===== src/rtl/ofrs_pkg.sv =====
package ofrs_pkg;

  // Default geometry and beat size
  localparam int DISP_WIDTH_DEF  = 128;
  localparam int DISP_HEIGHT_DEF = 64;
  localparam int BEAT_BYTES_DEF  = 8;

  // Fixed field widths
  localparam int DEV_ADDR_W = 7;
  localparam int SEL_W      = 8;

  // Register reset value and init ROM size
  localparam logic [DEV_ADDR_W-1:0] DEV_ADDR_RST = 7'd60;
  localparam logic [3:0]            INIT_COUNT   = 4'd14;

  // Transaction bytes
  localparam logic [7:0] CTRL_CMD   = 8'h00;
  localparam logic [7:0] CTRL_DATA  = 8'h40;
  localparam logic [7:0] PAGE_BASE  = 8'hB0;
  localparam logic [7:0] COL_HI_CMD = 8'h10;

  typedef enum logic [2:0] {
    REQ_SET_PIXEL = 3'd0,
    REQ_CLEAR     = 3'd1,
    REQ_POLL      = 3'd2,
    REQ_DONE      = 3'd3,
    REQ_REFRESH   = 3'd4
  } req_type_e;

  typedef enum logic [1:0] {
    KIND_INIT = 2'd0,
    KIND_PAGE = 2'd1,
    KIND_DATA = 2'd2
  } txn_kind_e;

  typedef enum logic [1:0] {
    MODE_INIT = 2'd0,
    MODE_IDLE = 2'd1,
    MODE_PAGE = 2'd2,
    MODE_DATA = 2'd3
  } seq_mode_e;

  typedef enum logic [2:0] {
    ST_CLEAR,
    ST_IDLE,
    ST_PIX_WR,
    ST_FETCH,
    ST_DRAIN,
    ST_LOAD
  } ctrl_state_e;

  typedef enum logic [2:0] {
    DP_NOP,
    DP_CLR,
    DP_PIX_RD,
    DP_PIX_WR,
    DP_START,
    DP_FETCH,
    DP_LOAD
  } dp_op_e;

  // Controller to datapath
  typedef struct packed {
    dp_op_e             op;
    txn_kind_e          kind;
    logic [SEL_W-1:0]   sel;
  } cmd_t;

  // Datapath to controller
  typedef struct packed {
    logic clr_last;
    logic pix_ok;
    logic beat_full;
    logic txn_end;
    logic out_free;
  } sts_t;

  // Command bytes of one init ROM entry; second selects the operand byte
  function automatic logic [7:0] init_cmd_byte(input logic [3:0] idx, input logic second,
                                               input logic [7:0] mux_op);
    logic [7:0] b0;
    logic [7:0] b1;
    b0 = 8'h00;
    b1 = 8'h00;
    case (idx)
      4'd0:    begin b0 = 8'hAE; b1 = 8'h00; end
      4'd1:    begin b0 = 8'hD5; b1 = 8'h80; end
      4'd2:    begin b0 = 8'hA8; b1 = mux_op; end
      4'd3:    begin b0 = 8'hD3; b1 = 8'h00; end
      4'd4:    begin b0 = 8'h40; b1 = 8'h00; end
      4'd5:    begin b0 = 8'h8D; b1 = 8'h14; end
      4'd6:    begin b0 = 8'h20; b1 = 8'h02; end
      4'd7:    begin b0 = 8'hA1; b1 = 8'h00; end
      4'd8:    begin b0 = 8'hC8; b1 = 8'h00; end
      4'd9:    begin b0 = 8'hDA; b1 = 8'h12; end
      4'd10:   begin b0 = 8'h81; b1 = 8'h7F; end
      4'd11:   begin b0 = 8'hA4; b1 = 8'h00; end
      4'd12:   begin b0 = 8'hA6; b1 = 8'h00; end
      4'd13:   begin b0 = 8'hAF; b1 = 8'h00; end
      default: begin b0 = 8'h00; b1 = 8'h00; end
    endcase
    return second ? b1 : b0;
  endfunction

  // Bytes in an init transaction: control byte plus one or two command bytes
  function automatic logic [1:0] init_txn_len(input logic [3:0] idx);
    logic [1:0] len;
    case (idx)
      4'd0, 4'd4, 4'd7, 4'd8, 4'd11, 4'd12, 4'd13: len = 2'd2;
      default:                                        len = 2'd3;
    endcase
    return len;
  endfunction

  // Fixed bytes of a transaction; page data past byte zero comes from the store
  function automatic logic [7:0] txn_const_byte(input txn_kind_e kind,
                                                input logic [SEL_W-1:0] sel,
                                                input logic [1:0] pos,
                                                input logic [7:0] mux_op);
    logic [7:0] b;
    b = 8'h00;
    case (kind)
      KIND_INIT: begin
        case (pos)
          2'd0:    b = CTRL_CMD;
          2'd1:    b = init_cmd_byte(sel[3:0], 1'b0, mux_op);
          default: b = init_cmd_byte(sel[3:0], 1'b1, mux_op);
        endcase
      end
      KIND_PAGE: begin
        case (pos)
          2'd0:    b = CTRL_CMD;
          2'd1:    b = PAGE_BASE | sel;
          2'd2:    b = 8'h00;
          default: b = COL_HI_CMD;
        endcase
      end
      KIND_DATA: b = CTRL_DATA;
      default:   b = 8'h00;
    endcase
    return b;
  endfunction

endpackage


===== src/rtl/ofrs_ctrl.sv =====
module ofrs_ctrl #(
  parameter int DISP_HEIGHT = ofrs_pkg::DISP_HEIGHT_DEF
) (
  input  logic           clk_i,
  input  logic           rst_ni,
  input  logic           req_valid_i,
  input  logic [2:0]     req_type_i,
  input  logic           slot_free_i,
  input  ofrs_pkg::sts_t sts_i,
  output logic           req_ready_o,
  output ofrs_pkg::cmd_t cmd_o
);

  localparam int NPAGES = (DISP_HEIGHT + 7) / 8;
  localparam int PGW    = $clog2(NPAGES + 1);

  ofrs_pkg::ctrl_state_e       state_q, state_d;
  ofrs_pkg::seq_mode_e         mode_q, mode_d;
  logic [3:0]                  init_idx_q, init_idx_d;
  logic [PGW-1:0]              page_q, page_d;
  logic                        pending_q, pending_d;
  logic                        dirty_q, dirty_d;

  logic                        accept;
  logic                        poll_start;
  ofrs_pkg::txn_kind_e         poll_kind;
  logic [ofrs_pkg::SEL_W-1:0]  poll_sel;
  logic [PGW-1:0]              page_inc;

  assign accept   = req_valid_i && (state_q == ofrs_pkg::ST_IDLE);
  assign page_inc = page_q + 1'b1;

  // Decode the request and update the refresh sequence
  always_comb begin
    mode_d     = mode_q;
    init_idx_d = init_idx_q;
    page_d     = page_q;
    pending_d  = pending_q;
    dirty_d    = dirty_q;
    poll_start = 1'b0;
    poll_kind  = ofrs_pkg::KIND_INIT;
    poll_sel   = '0;
    if (accept) begin
      case (req_type_i)
        ofrs_pkg::REQ_POLL: begin
          if (!pending_q) begin
            case (mode_q)
              ofrs_pkg::MODE_INIT: begin
                if (init_idx_q >= ofrs_pkg::INIT_COUNT) begin
                  mode_d  = ofrs_pkg::MODE_IDLE;
                  dirty_d = 1'b1;
                end else if (slot_free_i) begin
                  poll_start = 1'b1;
                  poll_kind  = ofrs_pkg::KIND_INIT;
                  poll_sel   = ofrs_pkg::SEL_W'(init_idx_q);
                  init_idx_d = init_idx_q + 1'b1;
                  pending_d  = 1'b1;
                end
              end
              ofrs_pkg::MODE_IDLE: begin
                if (dirty_q) begin
                  dirty_d = 1'b0;
                  page_d  = '0;
                  mode_d  = ofrs_pkg::MODE_PAGE;
                  if (slot_free_i) begin
                    poll_start = 1'b1;
                    poll_kind  = ofrs_pkg::KIND_PAGE;
                    poll_sel   = '0;
                    mode_d     = ofrs_pkg::MODE_DATA;
                    pending_d  = 1'b1;
                  end
                end
              end
              ofrs_pkg::MODE_PAGE: begin
                if (slot_free_i) begin
                  poll_start = 1'b1;
                  poll_kind  = ofrs_pkg::KIND_PAGE;
                  poll_sel   = ofrs_pkg::SEL_W'(page_q);
                  mode_d     = ofrs_pkg::MODE_DATA;
                  pending_d  = 1'b1;
                end
              end
              default: begin
                if (slot_free_i) begin
                  if (page_q >= PGW'(NPAGES)) begin
                    mode_d = ofrs_pkg::MODE_IDLE;
                  end else begin
                    poll_start = 1'b1;
                    poll_kind  = ofrs_pkg::KIND_DATA;
                    poll_sel   = ofrs_pkg::SEL_W'(page_q);
                    page_d     = page_inc;
                    mode_d     = (page_inc >= PGW'(NPAGES)) ? ofrs_pkg::MODE_IDLE
                                                            : ofrs_pkg::MODE_PAGE;
                    pending_d  = 1'b1;
                  end
                end
              end
            endcase
          end
        end
        ofrs_pkg::REQ_DONE:    pending_d = 1'b0;
        ofrs_pkg::REQ_REFRESH: dirty_d   = 1'b1;
        default: ;
      endcase
    end
  end

  // Next state
  always_comb begin
    state_d = state_q;
    case (state_q)
      ofrs_pkg::ST_CLEAR: begin
        if (sts_i.clr_last) begin
          state_d = ofrs_pkg::ST_IDLE;
        end
      end
      ofrs_pkg::ST_IDLE: begin
        if (accept) begin
          case (req_type_i)
            ofrs_pkg::REQ_SET_PIXEL: begin
              if (sts_i.pix_ok) begin
                state_d = ofrs_pkg::ST_PIX_WR;
              end
            end
            ofrs_pkg::REQ_CLEAR: state_d = ofrs_pkg::ST_CLEAR;
            ofrs_pkg::REQ_POLL: begin
              if (poll_start) begin
                state_d = ofrs_pkg::ST_FETCH;
              end
            end
            default: ;
          endcase
        end
      end
      ofrs_pkg::ST_PIX_WR: state_d = ofrs_pkg::ST_IDLE;
      ofrs_pkg::ST_FETCH: begin
        if (sts_i.beat_full) begin
          state_d = ofrs_pkg::ST_DRAIN;
        end
      end
      ofrs_pkg::ST_DRAIN: state_d = ofrs_pkg::ST_LOAD;
      ofrs_pkg::ST_LOAD: begin
        if (sts_i.out_free) begin
          state_d = sts_i.txn_end ? ofrs_pkg::ST_IDLE : ofrs_pkg::ST_FETCH;
        end
      end
      default: state_d = ofrs_pkg::ST_IDLE;
    endcase
  end

  // Outputs: handshake and datapath commands
  always_comb begin
    req_ready_o = (state_q == ofrs_pkg::ST_IDLE);
    cmd_o.op    = ofrs_pkg::DP_NOP;
    cmd_o.kind  = poll_kind;
    cmd_o.sel   = poll_sel;
    case (state_q)
      ofrs_pkg::ST_CLEAR: cmd_o.op = ofrs_pkg::DP_CLR;
      ofrs_pkg::ST_IDLE: begin
        if (accept && req_type_i == ofrs_pkg::REQ_SET_PIXEL && sts_i.pix_ok) begin
          cmd_o.op = ofrs_pkg::DP_PIX_RD;
        end else if (poll_start) begin
          cmd_o.op = ofrs_pkg::DP_START;
        end
      end
      ofrs_pkg::ST_PIX_WR: cmd_o.op = ofrs_pkg::DP_PIX_WR;
      ofrs_pkg::ST_FETCH: begin
        if (!sts_i.beat_full) begin
          cmd_o.op = ofrs_pkg::DP_FETCH;
        end
      end
      ofrs_pkg::ST_LOAD: begin
        if (sts_i.out_free) begin
          cmd_o.op = ofrs_pkg::DP_LOAD;
        end
      end
      default: ;
    endcase
  end

  // State registers
  always_ff @(posedge clk_i or negedge rst_ni) begin
    if (!rst_ni) begin
      state_q    <= ofrs_pkg::ST_CLEAR;
      mode_q     <= ofrs_pkg::MODE_INIT;
      init_idx_q <= '0;
      page_q     <= '0;
      pending_q  <= 1'b0;
      dirty_q    <= 1'b0;
    end else begin
      state_q    <= state_d;
      mode_q     <= mode_d;
      init_idx_q <= init_idx_d;
      page_q     <= page_d;
      pending_q  <= pending_d;
      dirty_q    <= dirty_d;
    end
  end

endmodule


===== config.mk =====
export PLATFORM = sky130hd
export DESIGN_NAME = ofrs_ctrl
export DESIGN_NICKNAME = d
export VERILOG_FILES = /design/src/rtl/ofrs_pkg.sv /design/src/rtl/ofrs_ctrl.sv
export SDC_FILE = /design/constraint.sdc
export NUM_CORES = 1
export LEC_CHECK = 0
export BUFFER_PORTS_ARGS = -buffer_cell sky130_fd_sc_hd__buf_2
export CAP_MARGIN = 0
export CORE_MARGIN = 2
export CORE_UTILIZATION = 46
export DETAILED_ROUTE_END_ITERATION = 8
export PLACE_DENSITY = 0.69
export RECOVER_POWER = 50
export REMOVE_ABC_BUFFERS = 1
export SLEW_MARGIN = 20
export SYNTH_ARGS = -nofsm -noshare
export SYNTH_HDL_FRONTEND = slang
export SYNTH_SLANG_ARGS = --single-unit
export TNS_END_PERCENT = 100

===== constraint.sdc =====
create_clock -name clk_i -period 2.8 [get_ports clk_i]
set_input_delay 0.42 -clock clk_i [delete_from_list [all_inputs] [get_ports clk_i]]
set_output_delay 0.42 -clock clk_i [all_outputs]
set_load 0.05 [all_outputs]

==> results.yml, run 1 <==
hold_path:
  class_of_the_worst_hold_path: "in -> async"
setup_path:
  critPathCapture: "cmd_o[0]"
  rr_startpoint: "mode_q[1]"
  critical_path.startpoint_type: "flop"
  end_kind: "output port"
  crit_arrival_ns: 2.25
  timing.critical_path.depth: 5
  worst-setup-path-type: "reg -> out"
  worstPathBufferInverterCount: 1
  crit_start: "state_q[1]"
  crit_path_max_fanout: 10
  regToRegSetupSlack_ns: 0.72
  timing.critical_path.slowest_cell_delay_ns: 0.47
  crit_path_cell_trace: "or3b_4 -> or3_4 -> nor2_4 -> a32o_1 -> clkbuf_4"
  critical_path.reg2reg.endpoint: "dirty_q"
  worst_path_dominant_cell_family: "simple AND/OR/NAND/NOR gates"
  path_depth_of_the_worst_reg2reg_path: 6
  critical_path_required_ns: 2.38
  crit_path_top_delay_cell: "sky130_fd_sc_hd__dfrtp_2"
floorplan:
  die-area_mm2: 0.00315
  initial_core_util_pct: 49.5
  fp-row-count: 18
  fp.dieW_um: 56.1
  core_region_area_mm2: 0.00252
  floorplan.io_pins: 26
  fp.dieH_um: 56.1
synth:
  synth.ff_latch_count: 15
  post_synthesis_sequential_area_ratio_pct: 30.1
  ys_dominant_reg_cell: "sky130_fd_sc_hd__dfrtp_1"
  synthesis.yosys.warnings: 0
  syn-mean-instance-area_um2: 8.79
  post_synthesis_instance_area_mm2: 0.00125
  synth-edff-count: 0
  async_flop_share_pct: 100
  yosysUniqueCellTypes: 57
  syn-instance-count: 142
sta:
  relSlewSlack_pct: 42.0
  rsz0062_at_grt: "no"
  timing.final.setup_violations: 0
  min_period_over_period_pct: 95.5
  final.setup_skew_ns: 0.0107
  period_minus_slack_ns: 2.67
  final-max-slew-violation-count: 0
  setup_slack_ns: 0.126
  setup_tns_ns: 0
  worst-slew-pin-transition_ns: 0.869
  clock.fmax_mhz: 374
  hold_violations: 0
run_status:
  status: "finished, final reports clean"
global_routing:
  gr-usage-all-layers_pct: 19.0
  first_pass_grt_wire_length_um: 4780
  antenna_found_initial: 0
  largest_net_degree_at_the_start_of_global_routing: 16
  grt.overflow.total: 0
  first_global_vias: 1048
drt:
  via_count: 1093
  final_antenna_net_count: 0
  firstDrtPassIters: 4
  detail_route.wirelength_um: 2740
  drt-wirelength-per-cell_um: 14.3
  vias_per_cell: 5.69
  drc: 0
  drtIter0Drc: 31
cells_and_area:
  layout_commonest_cell: "sky130_fd_sc_hd__buf_2"
  layout_common_cells: "17 x sky130_fd_sc_hd__buf_2, 14 x sky130_fd_sc_hd__dfrtp_1, 13 x sky130_fd_sc_hd__inv_1"
  antennaDiodeCount: 0
  post_route_cells_drive_above_1_share_pct: 23.5
  area_delta_synth_final_pct: 11.6
  final_core_util_pct: 55.3
  post-route-cell-area_mm2: 0.00139
  final_net_count: 183
clock_network:
  holdBufCountCts: 0
  cts_buffers: 3
  tritoncts_num_sinks: 15
  tritoncts_clock_tree: "built"
  clkTransAtPathRegs_ns: 0.10
  root_cell_of_the_clock_tree: "sky130_fd_sc_hd__clkbuf_4"
  clock_tree.buffer_depth: 2
  cts-htree-levels: 1
  clk-insertion-delay-late_ns: 0.29
power:
  ir_worst_vdd_uv: 568
  power.static_leakage_uw: 0.000662
  power.density_cell_area_mw_per_mm2: 931
placement:
  postPlaceCellArea_mm2: 0.00135
  gp_congestion: 0.870
  dp_slack_ns: 0.146
  detailed_place_hpwl_um: 2120
  io_buffers: 21
job:
  max_cap_violations: 0
## per-layer routing
metal	wire, um	GRT usage [%]	vias to the layer above
li1	-	-	544
met1	1360	26.6	523
met2	1220	29.1	24
met3	148	5.81	2
met4	13	3.06	0
met5	0	0	-
## through the flow
stage | std cells | hold slack [ns] | total power [uW]
finish | 192 | 0.205 | 1300
global route | 192 | 0.283 | 1400
detailed placement | 188 | 0.342 | 1170
CTS | 192 | 0.0209 | 1300
floorplan | 135 | 0.124 | 971
global placement | 188 | 0.341 | 1140
## timing repair
action | in CTS | in global routing
resized for setup | 1 | 5
setup buffers | 0 | 0
setup endpoints to repair | 3 | 3
## logic make-up (layout without fill, tap and decap cells)
logic type	Yosys count	count (layout)	synth area share (%)
fa+ha+maj	8	8	8.02
xor+xnor	2	2	1.40
other cells	1	4	0.300
mux	3	3	2.91
buf+inv	23	40	9.12
compound gates	40	40	25.7
flops	15	15	30.1
simple gates	50	50	22.5
## how the worst min path moves through the flow
stage | from | to | cells past startpoint
5_1_grt | rst_ni | pending_q | 1
6_report | rst_ni | pending_q | 1
3_5_place_dp | rst_ni | pending_q | 1
2_1_floorplan | rst_ni | dirty_q | 0
4_1_cts | rst_ni | pending_q | 1
3_3_place_gp | rst_ni | pending_q | 1
## registers in the layout (all words and copies together) (netlist names)
| register | flops |
|---|---|
| init_idx_q | 4 |
| state_q | 3 |
| mode_q | 2 |
| pending_q | 1 |
| dirty_q | 1 |
| page_q | 4 |
## cells in the mapped netlist (2+ instances only)
library cell                 n  area share (%)
sky130_fd_sc_hd__nand2b_1    3             1.5
sky130_fd_sc_hd__a21oi_1     5             2.0
sky130_fd_sc_hd__nor2_1     11             3.3
sky130_fd_sc_hd__dfrtp_1    15              30
sky130_fd_sc_hd__and3_1      2             1.0
sky130_fd_sc_hd__buf_4       5             3.0
sky130_fd_sc_hd__inv_1      13             3.9
sky130_fd_sc_hd__o21ai_0     6             2.4
sky130_fd_sc_hd__nor3_1      2            0.80
sky130_fd_sc_hd__ha_1        8             8.0
sky130_fd_sc_hd__o2111ai_1   2             1.4
sky130_fd_sc_hd__or3_1       3             1.5
sky130_fd_sc_hd__a2bb2oi_1   2             1.4
sky130_fd_sc_hd__nand3b_1    3             1.8
sky130_fd_sc_hd__nand2_1     8             2.4
sky130_fd_sc_hd__a32o_1      3             2.4
sky130_fd_sc_hd__o31ai_1     3             1.8
sky130_fd_sc_hd__nor2b_1     3             1.5
sky130_fd_sc_hd__and2_1      2             1.0
sky130_fd_sc_hd__a22oi_1     2             1.2
sky130_fd_sc_hd__clkbuf_1    3            0.90
sky130_fd_sc_hd__nand3_1     3             1.2
## area by class of cell
cell class / count / area (um^2)
clock inverters: 1 / 5.00
flip-flops and latches: 15 / 377
inverters: 13 / 48.8
repair buffers: 23 / 123
clock buffers: 3 / 22.5
fillers: 242 / 1130
multi-input cells: 107 / 781
well taps: 30 / 37.5
## where the power goes
part	switching, uW	internal [uW]	leakage (uW)
Sequential	80.4	288	0.000174
Clock	73.5	53.2	0.0000177
Combinational	515	288	0.000471
No activity file was read; power rests on OpenSTA's default activity.
==> run 2: changes to the inputs <==
--- a/config.mk
+++ b/config.mk
@@ -9,7 +9,9 @@
 export CAP_MARGIN = 0
 export CORE_MARGIN = 2
 export CORE_UTILIZATION = 46
+export CTS_CLUSTER_DIAMETER = 60
 export DETAILED_ROUTE_END_ITERATION = 8
+export GPL_TIMING_DRIVEN = 0
 export PLACE_DENSITY = 0.69
 export RECOVER_POWER = 50
 export REMOVE_ABC_BUFFERS = 1
==> run 2 against run 1 <==
Against the previous run: sequential cell count unchanged; first-iteration DRC count unchanged; clock-buffer cell count unchanged; combinational power down 6.1%; setup slack worse by 0.037 ns; largest power group unchanged; largest cell class unchanged.
==> results.yml, run 2 (same netlist as run 1, synthesis figures left out) <==
run_status:
  status: "finished, final reports clean"
drt:
  drt-wirelength-per-cell_um: 13.7
  detail_route.wirelength_um: 2610
  final_antenna_net_count: 0
  via_count: 1077
  drtIter0Drc: 31
  drc: 0
  vias_per_cell: 5.67
  firstDrtPassIters: 4
setup_path:
  worstPathBufferInverterCount: 1
  rr_startpoint: "state_q[1]"
  timing.critical_path.slowest_cell_delay_ns: 0.48
  crit_path_max_fanout: 10
  critical_path_required_ns: 2.38
  crit_path_top_delay_cell: "sky130_fd_sc_hd__or3_4"
  worst_path_dominant_cell_family: "simple AND/OR/NAND/NOR gates"
  crit_arrival_ns: 2.29
  worst-setup-path-type: "reg -> out"
  crit_start: "state_q[1]"
  crit_path_cell_trace: "or3b_4 -> or3_4 -> a21oi_2 -> a32o_1 -> buf_2"
  critical_path.startpoint_type: "flop"
  end_kind: "output port"
placement:
  io_buffers: 21
  detailed_place_hpwl_um: 2000
  dp_slack_ns: 0.140
  gp_congestion: 0.748
sta:
  worst-slew-pin-transition_ns: 0.809
  relSlewSlack_pct: 46.1
  final-max-slew-violation-count: 0
  hold_violations: 0
  setup_tns_ns: 0
  final.setup_skew_ns: 0.00798
  period_minus_slack_ns: 2.71
  rsz0062_at_grt: "no"
  clock.fmax_mhz: 369
  min_period_over_period_pct: 96.8
  fin_hold_ws_ns: 0.186
  timing.final.setup_violations: 0
  setup_slack_ns: 0.0890
global_routing:
  antenna_found_initial: 0
  first_global_vias: 948
  gr-usage-all-layers_pct: 16.9
  grt.overflow.total: 0
  largest_net_degree_at_the_start_of_global_routing: 16
  first_pass_grt_wire_length_um: 4290
cells_and_area:
  layout_commonest_cell: "sky130_fd_sc_hd__buf_2"
  area_delta_synth_final_pct: 10.7
  layout_common_cells: "18 x sky130_fd_sc_hd__buf_2, 13 x sky130_fd_sc_hd__inv_1, 12 x sky130_fd_sc_hd__dfrtp_1"
  filler_cell_count: 250
  antennaDiodeCount: 0
  final_net_count: 181
  largest_registers: "init_idx_q (4), page_q (4), state_q (3)"
  post_route_cells_drive_above_1_share_pct: 24.4
  final_core_util_pct: 54.8
hold_path:
  class_of_the_worst_hold_path: "in -> async"
power:
  comb_power_share_pct: 59.0
  internal-power_uw: 621
  power.static_leakage_uw: 0.000655
  seq_power_share_pct: 31.2
  power.clock.fraction_pct: 9.8
  power.density_cell_area_mw_per_mm2: 924
  p_sw_share_pct: 51.4
  total_switching_power_uw: 656
  ir_worst_vdd_uv: 564
floorplan:
  fp.dieW_um: 56.1
  fp.dieH_um: 56.1
  die-area_mm2: 0.00315
  fp-row-count: 18
  floorplan.io_pins: 26
  core_region_area_mm2: 0.00252
  initial_core_util_pct: 49.5
clock_network:
  clk-insertion-delay-late_ns: 0.29
  root_cell_of_the_clock_tree: "sky130_fd_sc_hd__clkbuf_4"
  holdBufCountCts: 0
  tritoncts_num_sinks: 15
  cts-htree-levels: 1
  tritoncts_clock_tree: "built"
  clkTransAtPathRegs_ns: 0.09
  clock_tree.buffer_depth: 2
  cts_buffers: 3
  postCtsSetupRepairBufs: 0
job:
  max_cap_violations: 0
-- run 2: cell types whose count changed in the layout (fill, tap and decap cells not counted), sizes merged --
cell / before / now
clkbuf: 8 / 6
-- run 2: final timing paths --
kind	slack (ns)	depth (start not counted)	end
worst max-delay path	0.09	5	cmd_o[1]
worst min-delay path	0.19	1	state_q[1]
worst max register to register	0.72	4	mode_q[0]
worst min register to register	0.52	1	init_idx_q[3]
max in group asynchronous	2.07	1	state_q[2]
min in group clk_i	0.39	2	pending_q
-- run 2: what timing repair did --
| action | in CTS | in global routing |
|---|---|---|
| pin swaps | 0 | 0 |
| setup endpoints to repair | 3 | 3 |
| cloned | 0 | 0 |
| gates resized for setup | 1 | 6 |
-- run 2: routing by layer --
layer	share of wire [%]	vias up	global-route usage (%)
li1	-	543	-
met1	49	503	24.2
met2	44	26	24.9
met3	5.6	5	5.12
met4	0.80	0	4.08
met5	0	-	0
-- run 2: power groups by stage --
stage | Combinational, uW | Sequential (uW) | Clock (uW)
2_1_floorplan | 605 | 366 | 0
3_3_place_gp | 724 | 390 | 0
3_5_place_dp | 740 | 396 | 0
4_1_cts | 745 | 392 | 130
5_1_grt | 816 | 412 | 138
6_report | 754 | 398 | 125
-- run 2: cell type report --
class                      instances  area [um^2]  area share, %
multi-input combinational        107          781           56.5
sequential                        15          379           27.4
timing repair buffer              21          109           7.87
inverter                          13         48.8           3.53
tap                               30         37.5           2.71
clock buffer                       3         22.5           1.63
clock inverter                     1         5.00          0.362
-- run 2: metrics by stage --
step / instances / cell area (um^2) / power (uW)
floorplan: 135 / 1190 / 971
global placement: 186 / 1340 / 1110
detailed placement: 186 / 1340 / 1140
CTS: 190 / 1370 / 1270
global route: 190 / 1380 / 1370
finish: 190 / 1380 / 1280
-- run 2: worst reg2reg max path, delay by kind of cell (launching register included) --
family / cells / cell delay, ns
compound gates: 2 / 0.72
flops: 1 / 0.47
mux: 1 / 0.32
simple gates: 1 / 0.45
==> run 3: changes to the inputs <==
--- a/config.mk
+++ b/config.mk
@@ -8,11 +8,9 @@
 export BUFFER_PORTS_ARGS = -buffer_cell sky130_fd_sc_hd__buf_2
 export CAP_MARGIN = 0
 export CORE_MARGIN = 2
-export CORE_UTILIZATION = 46
-export CTS_CLUSTER_DIAMETER = 60
+export CORE_UTILIZATION = 33
 export DETAILED_ROUTE_END_ITERATION = 8
 export GPL_TIMING_DRIVEN = 0
-export PLACE_DENSITY = 0.69
 export RECOVER_POWER = 50
 export REMOVE_ABC_BUFFERS = 1
 export SLEW_MARGIN = 20
==> run 3 against run 2 <==
Against the previous run: final cell count increased by 9.5%; critical endpoint is now cmd_o[0]; non-clock buffer count unchanged; routed wire length increased by 6.0%; largest power group unchanged; combinational power decreased by 0.7%; sequential power about the same; core utilization decreased by 16 points.
==> results.yml, run 3 (same netlist as run 1, synthesis figures left out) <==
clock_network:
  cts_buffers: 3
  clk-insertion-delay-late_ns: 0.25
  cts-htree-levels: 1
  holdBufCountCts: 0
  tritoncts_clock_tree: "built"
  tritoncts_num_sinks: 15
  clkTransAtPathRegs_ns: 0.07
  clock_tree.buffer_depth: 2
  postCtsSetupRepairBufs: 0
  root_cell_of_the_clock_tree: "sky130_fd_sc_hd__clkbuf_8"
placement:
  io_buffers: 21
  gp_congestion: 0.781
  detailed_place_hpwl_um: 2200
  placed_cells: 204
sta:
  period_minus_slack_ns: 2.70
  hold_violations: 0
  relSlewSlack_pct: 43.7
  worst-slew-pin-transition_ns: 0.844
  fin_hold_ws_ns: 0.250
  min_period_over_period_pct: 96.6
  rsz0062_at_grt: "no"
  final.setup_skew_ns: 0.00254
  final-max-slew-violation-count: 0
  clock.fmax_mhz: 370
  timing.final.setup_violations: 0
floorplan:
  core_region_area_mm2: 0.00366
  fp.dieW_um: 65.5
  fp-row-count: 22
  fp.dieH_um: 65.5
  die-area_mm2: 0.00429
  initial_core_util_pct: 34.1
  floorplan.io_pins: 26
drt:
  via_count: 1102
  drc: 0
  vias_per_cell: 5.30
  final_antenna_net_count: 0
  detail_route.wirelength_um: 2770
  drtIter0Drc: 41
  drt-wirelength-per-cell_um: 13.3
  firstDrtPassIters: 4
global_routing:
  antenna_found_initial: 0
  first_pass_grt_wire_length_um: 4820
  first_global_vias: 1036
  grt.overflow.total: 0
  largest_net_degree_at_the_start_of_global_routing: 16
  gr-usage-all-layers_pct: 14.5
setup_path:
  crit_path_cell_trace: "or3b_4 -> or3_4 -> nor2_2 -> a32o_1 -> clkbuf_4"
  path_depth_of_the_worst_reg2reg_path: 5
  crit_start: "state_q[1]"
  crit_arrival_ns: 2.28
  critical_path.reg2reg.endpoint: "mode_q[0]"
  critical_path_required_ns: 2.38
  critical_path.startpoint_type: "flop"
  timing.critical_path.slowest_cell_delay_ns: 0.46
  rr_startpoint: "mode_q[1]"
  crit_path_top_delay_cell: "sky130_fd_sc_hd__dfrtp_2"
  regToRegSetupSlack_ns: 0.68
  crit_path_max_fanout: 10
  worst-setup-path-type: "reg -> out"
  end_kind: "output port"
  critPathCapture: "cmd_o[0]"
cells_and_area:
  area_delta_synth_final_pct: 13.6
  final_core_util_pct: 38.8
  post_layout_nonfiller_instances: 208
  final_net_count: 181
  antennaDiodeCount: 0
  post_route_cells_drive_above_1_share_pct: 24.4
  largest_registers: "init_idx_q (4), page_q (4), state_q (3)"
  layout_commonest_cell: "sky130_fd_sc_hd__buf_2"
  layout_common_cells: "18 x sky130_fd_sc_hd__buf_2, 13 x sky130_fd_sc_hd__inv_1, 12 x sky130_fd_sc_hd__dfrtp_1"
run_status:
  status: "finished, final reports clean"
power:
  ir_worst_vdd_uv: 424
  power.static_leakage_uw: 0.000662
  power.density_cell_area_mw_per_mm2: 936
job:
  max_cap_violations: 0
hold_path:
  class_of_the_worst_hold_path: "in -> async"
run 3: cell counts in the layout (fill, tap and decap cells not counted):
Identical to the previous run, type by type.
run 3: final cells by class:
| class | instances | area, um^2 |
|---|---|---|
| Fill cell | 369 | 2240 |
| Multi-Input combinational cell | 107 | 776 |
| Sequential cell | 15 | 379 |
| Timing Repair Buffer | 21 | 109 |
| Tap cell | 48 | 60.1 |
| Inverter | 13 | 48.8 |
| Clock buffer | 3 | 41.3 |
| Clock inverter | 1 | 5.00 |
run 3: timing repair:
| action | CTS | global route |
|---|---|---|
| resized for setup | 1 | 5 |
| setup endpoints to repair | 2 | 2 |
| hold endpoints to repair | 0 | 0 |
run 3: how the worst min path moves through the flow:
stage	startpoint	to	slack, ns	cells after the start
global placement	rst_ni	page_q[0]	0.34	1
CTS	rst_ni	page_q[1]	0.08	1
global route	rst_ni	page_q[2]	0.32	1
floorplan	rst_ni	dirty_q	0.12	0
detailed placement	rst_ni	page_q[0]	0.35	1
finish	rst_ni	page_q[1]	0.25	1
run 3: through the flow:
stage	setup WS, ns	setup TNS, ns	area (um^2)	power [uW]
floorplan	-0.134	-0.134	1190	971
global placement	0.144	0	1360	1120
detailed placement	0.128	0	1360	1140
CTS	0.0270	0	1410	1330
global route	0.00779	0	1420	1440
finish	0.0959	0	1420	1330
run 3: power by group:
part	switching [uW]	internal, uW	total (uW)
Combinational	473	276	749
Sequential	108	291	399
Clock	80.7	98.5	179
Total	662	666	1330
run 3: critical path: cells and delay by family (launching register included):
family,cells,cell delay (ns)
and+or+nand+nor,3,1.12
DFF,1,0.46
AOI/OAI and AO/OA,1,0.21
buffers and inverters,1,0.23
run 3: per-layer routing:
metal	part of all wire (%)	wire, um	track usage (%)	up-vias
met1	49	1350	20.3	528
li1	-	-	-	540
met5	0	0	0	-
met2	45	1240	23.0	30
met3	5.2	143	2.57	4
met4	1.2	33	3.91	0
